**src/design/pltr_pkg.sv**
```systemverilog
// Package for the piecewise linear time remap block: item types and codes.
// Used by every module of the block; depends on nothing.
package pltr_pkg;
  localparam logic [1:0] MODE_INSERT = 2'd0;
  localparam logic [1:0] MODE_REMOVE = 2'd1;
  localparam logic [1:0] MODE_QUERY  = 2'd2;
  localparam logic [1:0] ST_OK       = 2'd0;
  localparam logic [1:0] ST_FULL     = 2'd1;
  localparam logic [1:0] ST_NOTFOUND = 2'd2;

  typedef struct packed {
    logic [1:0]         mode;
    logic [7:0]         point_id;
    logic signed [31:0] source_time;
    logic signed [31:0] target_time;
  } in_item_t;

  typedef struct packed {
    logic signed [31:0] synced_time;
    logic [1:0]         status;
    logic [4:0]         point_count;
  } out_item_t;

  // Controller to datapath commands.
  typedef struct packed {
    logic load;    // capture the input item
    logic scan;    // compare the entry at the scan index
    logic step;    // advance scan index
    logic shift;   // move one entry for insert/remove
    logic div_go;  // start divider
    logic div_step;
    logic finish;  // form result
  } dp_cmd_t;

  typedef struct packed {
    logic scan_done;
    logic shift_done;
    logic div_done;
    logic need_div;
  } dp_sts_t;
endpackage

```
**src/design/pltr_ctrl.sv**
```systemverilog
// Controller state machine for the piecewise linear time remap block.
// Depends on pltr_pkg.
module pltr_ctrl (
  input  logic             clk,
  input  logic             rst_n,
  input  logic             start,
  output logic             busy,
  input  logic [1:0]       mode,
  input  pltr_pkg::dp_sts_t sts,
  output pltr_pkg::dp_cmd_t cmd
);
  typedef enum logic [6:0] {
    S_IDLE  = 7'b0000001,
    S_SCAN  = 7'b0000010,
    S_SHIFT = 7'b0000100,
    S_PREP  = 7'b0001000,
    S_DIV   = 7'b0010000,
    S_MUL   = 7'b0100000,
    S_DONE  = 7'b1000000
  } state_t;
  state_t state_r, state_nxt;
  logic [1:0] mode_r;

  always_ff @(posedge clk) begin
    if (!rst_n) begin
      state_r <= S_IDLE;
    end else begin
      state_r <= state_nxt;
    end
  end
  always_ff @(posedge clk) begin
    if (state_r == S_IDLE && start) begin
      mode_r <= mode;
    end
  end

  assign busy = (state_r != S_IDLE);

  always_comb begin
    state_nxt = state_r;
    cmd = '0;
    unique case (state_r)
      S_IDLE: begin
        if (start) begin
          cmd.load = 1'b1;
          state_nxt = S_SCAN;
        end
      end
      S_SCAN: begin
        cmd.scan = 1'b1;
        if (sts.scan_done) begin
          if (mode_r == pltr_pkg::MODE_QUERY) begin
            state_nxt = S_PREP;
          end else if (mode_r == pltr_pkg::MODE_INSERT
                       || mode_r == pltr_pkg::MODE_REMOVE) begin
            state_nxt = S_SHIFT;
          end else begin
            state_nxt = S_DONE;
          end
        end else begin
          cmd.step = 1'b1;
        end
      end
      S_SHIFT: begin
        cmd.shift = 1'b1;
        if (sts.shift_done) state_nxt = S_DONE;
      end
      // The bracketing points are held now, so the divide decision is valid.
      S_PREP: begin
        if (sts.need_div) begin
          cmd.div_go = 1'b1;
          state_nxt = S_DIV;
        end else begin
          state_nxt = S_DONE;
        end
      end
      S_DIV: begin
        cmd.div_step = 1'b1;
        if (sts.div_done) state_nxt = S_MUL;
      end
      S_MUL: state_nxt = S_DONE;
      S_DONE: begin
        cmd.finish = 1'b1;
        state_nxt = S_IDLE;
      end
      default: state_nxt = S_IDLE;
    endcase
  end
endmodule

```
**config.mk**
```make
export PLATFORM = sky130hd
export DESIGN_NAME = pltr_ctrl
export DESIGN_NICKNAME = d
export VERILOG_FILES = /design/src/design/pltr_pkg.sv /design/src/design/pltr_ctrl.sv
export SDC_FILE = /design/constraint.sdc
export NUM_CORES = 1
export LEC_CHECK = 0
export ABC_AREA = 1
export BUFFER_PORTS_ARGS = -buffer_cell sky130_fd_sc_hd__buf_2
export CORE_MARGIN = 3
export CORE_UTILIZATION = 40
export DETAILED_ROUTE_END_ITERATION = 10
export PLACE_DENSITY = 0.76
export SYNTH_ARGS = -nofsm -noshare
export SYNTH_HDL_FRONTEND = slang
export SYNTH_SLANG_ARGS = --single-unit
```
**constraint.sdc**
```tcl
create_clock -name clk -period 1.4 [get_ports clk]
set_input_delay 0.07 -clock clk [delete_from_list [all_inputs] [get_ports clk]]
set_output_delay 0.07 -clock clk [all_outputs]
set_load 0.03 [all_outputs]
```
Yosys cells after proc, flatten, opt, wreduce, memory -nomap -nowiden
Index checks and enable logic that the tools add are counted.
- eq/ne operators: 14
- multiplexer cells: 17
- reductions and logical operators: 4
- operators with widths (kind ; number):
    2-to-1 mux 7 bit ; 7
    one-hot mux 7 bit (6 select lines) ; 1
    2-to-1 mux 1 bit ; 8
    inequality test 2 bit, second input constant ; 4
    equality test 7 x 1 -> 1 bit, second input constant ; 1
    equality test 7 x 2 -> 1 bit, second input constant ; 1
    equality test 7 x 3 -> 1 bit, second input constant ; 1
    equality test 7 x 4 -> 1 bit, second input constant ; 1
    equality test 7 x 5 -> 1 bit, second input constant ; 1
    equality test 7 x 6 -> 1 bit, second input constant ; 1
    equality test 7 bit, second input constant ; 1
    inequality test 7 x 1 -> 1 bit, second input constant ; 1
    AND reduction 4 bit ; 1
    equality test 2 x 1 -> 1 bit, second input constant ; 1
    equality test 2 bit, second input constant ; 1
    logical NOT 2 bit ; 1
    2-to-1 mux 2 bit ; 1
    logical AND 1 bit ; 1
    logical OR 1 bit ; 1
- register bits after elaboration: 9
- bits of input ports: 9
- output and inout bits: 8
- word-level logic and storage cells: 37

Longest topological paths before layout
Gate-level depths: netlist of the first run.
- depth after elaboration: 6
- mapped depth: 8
- mapped depth without buffers: 8

Worst setup path before layout of the first run
Ideal clock, no wire load.
- kind: reg2out
- start: register state_r[0]
- end: output cmd[0] in the netlist's numbering
- data arrival time: 1.442 ns
- required time: 1.330 ns
- slack: -0.112 ns
- cell stages (with the launch flop): 4
- path buffers: 0
- path through: dfxtp_1 nor2_2 nand2_1 nor4_1
- RTL lines (element ; line ; text):
    start, declared ; pltr_ctrl.sv:21 ; state_t state_r, state_nxt;
    start signal, assigned ; pltr_ctrl.sv:28 ; state_r <= state_nxt;
    end, declared ; pltr_ctrl.sv:10 ; output pltr_pkg::dp_cmd_t cmd

==> metrics, run 1 <==
status completed; fraction of final layout cells sized beyond drive strength 1 0.477; synthesized area per cell between 6 and 7 sq um; final worst path period need ~1.4 ns; gp weighted congestion between 0.8 and 0.9; max frequency just over 0.7 GHz; Chip Height ~43 um; maximum clock path buffer count 2; sequential fraction of the synthesis area 0.366; first-pass GRT wire length approximately 2.2 mm; Setup Viol. Count Final 0; Tot GR Track Use 0.164; cts bufs inserted 3; die span in x around 43 um; met2 WL post-DR 722 um; mux share of post-synthesis cell area 0; worst-skew pair later-pin latency between 0.2 and 0.3 ns; synthesized area about 550 sq um; met1 WL 601 um; CTS H-tree lvls 1; Data arrival, critical path roughly 1.3 ns; endpoint kind of the worst setup timing path output pin; clock slew at reported path FFs 0.07 ns; WL per Instance 12.1 um; Post-Syn Nets just over 90; Yosys reg bits 9; Data required, critical path 1.33 ns; Least-Margin Pin Slew about 0.26 ns; Finished Cell Area 805 sq um; Cell Pwr Density 831 nW/um^2; startpoint types flip-flop; I/O Pins 17; Hold Crit Class in -> reg; DP HPWL approximately 1.1 mm; Starting Density 0.461; Tcrit/Tclk final 1.00; Ys Warns 0; Slew HR 0.827; most common cell after layout, fill and taps aside nand2_1; Setup Skew between 0.006 and 0.007 ns; Synth top area share 0.256; pins over their slew limit 0; worst vdd ir around 0.00069 V; Layout area overhead 47.1%; CTS tree done; most frequent cells in the layout 15 x nand2_1, 13 x nor2_1, 12 x buf_2; Synth area leader dfxtp_1; fin util 0.678; Synth Area in Compound Gates 0.0366; met3 wire len between 100 and 150 um; antenna violations before repair 0; xor and xnor area share after synthesis 0; Filler cells 98; Max Cap Viol 0; synth top area cells dfxtp_1 26%, edfxtp_1 11%, nand2_1 11%; CP Class reg -> out; DR top layer met4; vias in the first global route 531; drc violations 0; Final Hold Viols 0; 1st-iter DRT viols 12; Cell Area, Placed around 650 sq um; total grt overflow 0; adder-cell area share of the yosys netlist 0; CP Max Fanout 6; Yosys cell types 17; vias per cell around 5.2; simple-gate share of the synthesized area 0.508; via count roughly 640; port bufs 16; Core Area 1190 sq um; largest net degree at the start of global routing 7; FP Rows 12; main combinational cell family by area after synthesis simple AND/OR/NAND/NOR gates; Static Leak between 0.0004 and 0.0005 uW; number of diodes 0; Routed Antenna Nets 0; Root Buffer clkbuf_4; Mapped Cells 83; drt total wl 1.49 mm; DRT Pass-1 Iters 4; Total Nets Final around 120; unrepaired setup endpoints after global routing true; hold slack between 0.006 and 0.007 ns; die area around 1800 sq um; clk sinks 9
## through the flow
step	TNS [ns]	setup slack, ns	instances	total power [uW]
2_1_floorplan	0	0.0233	83	387
3_3_place_gp	0	0.0981	113	423
3_5_place_dp	0	0.0873	113	427
4_1_cts	0	0.000183	119	650
5_1_grt	-0.0626	-0.0224	123	692
6_report	0	0.000509	123	669
## Yosys cell counts, drive strengths merged
| cell | number |
|---|---|
| nand3 | 11 |
| nand3b | 2 |
| nor4 | 1 |
| dfxtp | 7 |
| nor2 | 23 |
| nor3 | 2 |
| inv | 13 |
| nand2 | 18 |
| o21ai | 1 |
| edfxtp | 2 |
| a21oi | 3 |
## sequential cells by signal, indices dropped and copies added (netlist names)
register and flops:
state_r 7, mode_r 2
## repair_timing
item                                    CTS  global route
endpoints found under the setup margin    3             7
gates resized for setup                  13            17
buffers inserted                          0             4
hold buffers                              2             0
pin swaps                                 4             5
hold endpoints to repair                  2             0
## metal layers
metal,GRT usage,vias to the layer above
met1,0.193,283
met4,0.0783,0
li1,-,315
met3,0.0254,8
met2,0.284,32
met5,0,-
## final cells by class
type | instances | area, sq um | area share
clock buffers | 4 | 26.3 | 0.0327
inverters | 13 | 51.3 | 0.0638
multi-input cells | 61 | 354 | 0.440
flip-flops and latches | 9 | 211 | 0.263
well taps | 14 | 17.5 | 0.0218
repair buffers | 22 | 144 | 0.179
## power breakdown
group / internal, uW / total (uW) / switching, uW
combinational: 66.4 / 166 / 99.6
sequential: 278 / 292 / 13.6
clock: 110 / 211 / 100
total: 455 / 669 / 213
## critical path: stages (launching register included)
cell	delay (ns)
dfxtp_4	0.37
nor2_4	0.13
nand2_4	0.11
nor2_4	0.16
nand2_2	0.08
inv_2	0.08
buf_6	0.13
## cell families after synthesis
group | Yosys count
AOI/OAI and AO/OA | 4
buffers and inverters | 13
DFF | 9
and+or+nand+nor | 57
## path summary, 6_finish.rpt
check                          start                 endpoint  slack [ns]  cells after the start
min                            rst_n  state_r[0]$_SDFFE_PN1P_       0.006                      2
max          state_r[4]$_SDFFE_PN0P_                   cmd[6]      0.0005                      6
min reg2reg      mode_r[0]$_DFFE_PP_  state_r[3]$_SDFFE_PN0P_        0.54                      3
max reg2reg  state_r[4]$_SDFFE_PN0P_      mode_r[1]$_DFFE_PP_        0.09                      6
No activity file was read; power rests on OpenSTA's default activity.
==> run 2, diff against run 1 <==
--- a/config.mk
+++ b/config.mk
@@ -7,7 +7,7 @@
 export LEC_CHECK = 0
 export ABC_AREA = 1
 export BUFFER_PORTS_ARGS = -buffer_cell sky130_fd_sc_hd__buf_2
-export CORE_MARGIN = 3
+export CORE_MARGIN = 2
 export CORE_UTILIZATION = 40
 export DETAILED_ROUTE_END_ITERATION = 10
 export PLACE_DENSITY = 0.76
==> run 2 against run 1 <==
Clock skew decreased by 0.0025 ns; wire length decreased by 1.1%; hold slack improved by 0.083 ns; die area decreased by 9.1%; global-route usage increased by 5.2 points; largest power group unchanged; highest routed layer unchanged; combinational power increased by 3%; sequential share of layout area decreased by 0.94 points; total power decreased by 0.68%; sequential cell count unchanged.
==> metrics, run 2 (synthesis gave the netlist of run 1 again) <==
status completed; die span in x 41.0 um; Core Area ~1300 sq um; CTS H-tree lvls 1; final setup TNS 0 ns; DRT Pass-1 Iters 4; Data required, critical path ~1.3 ns; number of diodes 0; Layout area overhead 50.8%; vias per cell 5.11; clk sinks 9; WL per Instance approximately 12 um; via count roughly 630; Chip Height 41.0 um; most frequent cells in the layout 14 x nand2_1, 13 x nor2_1, 12 x buf_2; max frequency around 0.7 GHz; Setup Skew roughly 0.0045 ns; Data arrival, critical path between 1 and 1.5 ns; 1st-iter DRT viols 10; Slew HR 0.851; FP Rows 13; Cell Pwr Density roughly 810 nW/um^2; fraction of final layout cells sized beyond drive strength 1 0.468; Hold Crit Class in -> reg; most flop-heavy register state_r; final worst path period need around 1.4 ns; max FFs per register 7; CP Max Fanout 6; Finished Cell Area ~800 sq um; Starting Density 0.426; die area roughly 1700 sq um; antenna violations before repair 0; drt total wl ~1.5 mm; cts bufs inserted 3; Hold Path Depth 3; Setup Viol. Count Final 0; pins over their slew limit 0; worst vdd ir between 0.0006 and 0.0007 V; vias in the first global route around 550; DP HPWL 1.04 mm; I/O Pins 17; first-pass GRT wire length 2.27 mm; Register-to-Register Path Depth 9; clock slew at reported path FFs approximately 0.060 ns; Cell Area, Placed approximately 650 sq um; CTS tree done; Least-Margin Pin Slew 0.222 ns; Max Cap Viol 0; Tcrit/Tclk final 0.999; worst-skew pair later-pin latency roughly 0.26 ns; endpoint kind of the worst setup timing path output pin; Static Leak roughly 0.0004 uW; biggest regs state_r: 7 flops, mode_r: 2 flops; Total Nets Final 119; Root Buffer clkbuf_4; CP Class reg -> out; gp weighted congestion approximately 0.84; Routed Antenna Nets 0; total grt overflow 0; total chip power between 600 and 700 uW; unrepaired setup endpoints after global routing true; largest net degree at the start of global routing 7; drc violations 0; port bufs 16; Final Hold Viols 0; maximum clock path buffer count 2; startpoint types flip-flop; Tot GR Track Use 0.216; most common cell after layout, fill and taps aside nand2_1
==> run 2: cell count changes in the layout (fill, tap and decap cells not counted) <==
cell,change
nor4_2,-1
nand3_2,+1
buf_4,-3
nor2_4,-1
nand2_1,-1
dfxtp_1,+2
buf_6,+2
nor4_4,+1
nor2_2,+1
nand3_1,-1
dlygate4sd3_1,+1
dfxtp_2,-2
nand2_2,+1
==> run 2: metrics by stage <==
stage | setup slack (ns) | std cells | hold WS [ns] | utilization
final | 0.00141 | 124 | 0.0900 | 0.642
after global routing | -0.0655 | 124 | 0.102 | 0.642
after CTS | 0.0106 | 120 | 0.0153 | 0.563
after detailed placement | 0.0809 | 114 | 0.251 | 0.509
after global placement | 0.0765 | 114 | 0.249 | 0.509
after floorplan | 0.0233 | 83 | 0.154 | -
==> run 2: final cells by class <==
| type | count | area [sq um] |
|---|---|---|
| sequential | 9 | 209 |
| multi-input combinational | 61 | 365 |
| fill | 111 | 460 |
| tap | 15 | 18.8 |
| clock buffer | 4 | 26.3 |
| inverter | 13 | 51.3 |
| timing repair buffer | 22 | 154 |
==> run 2: where the power goes <==
| group | internal, uW | switching [uW] |
|---|---|---|
| combinational | 67.2 | 103 |
| clock | 110 | 89.2 |
| sequential | 279 | 15.9 |
==> run 2: repair_timing <==
item | CTS | global route
resized for setup | 9 | 23
endpoints found under the hold margin | 2 | 1
setup endpoints to repair | 3 | 7
pin swaps | 3 | 7
hold buffers | 2 | 1
buffers inserted | 0 | 3
==> run 2: per-layer routing <==
layer	GRT usage	wire [um]
met4	0.100	50
met2	0.367	741
met1	0.262	617
met5	0	0
met3	0.0326	65
==> run 2: final timing paths <==
| check | to | startpoint | slack (ns) |
|---|---|---|---|
| min | state_r[4]$_SDFFE_PN0P_ | sts[0] | 0.09 |
| max reg2reg | state_r[2]$_SDFFE_PN0P_ | state_r[5]$_SDFFE_PN0P_ | 0.07 |
| max | cmd[6] | state_r[4]$_SDFFE_PN0P_ | 0.001 |
| min reg2reg | state_r[3]$_SDFFE_PN0P_ | mode_r[0]$_DFFE_PP_ | 0.56 |
==> run 2: worst max-delay path, cell delays in order, from the launching register on <==
cell	delay, ns
dfxtp_4	0.37
nor2_4	0.12
nand2_4	0.11
nor2_4	0.17
nand2_2	0.09
inv_2	0.08
buf_6	0.13
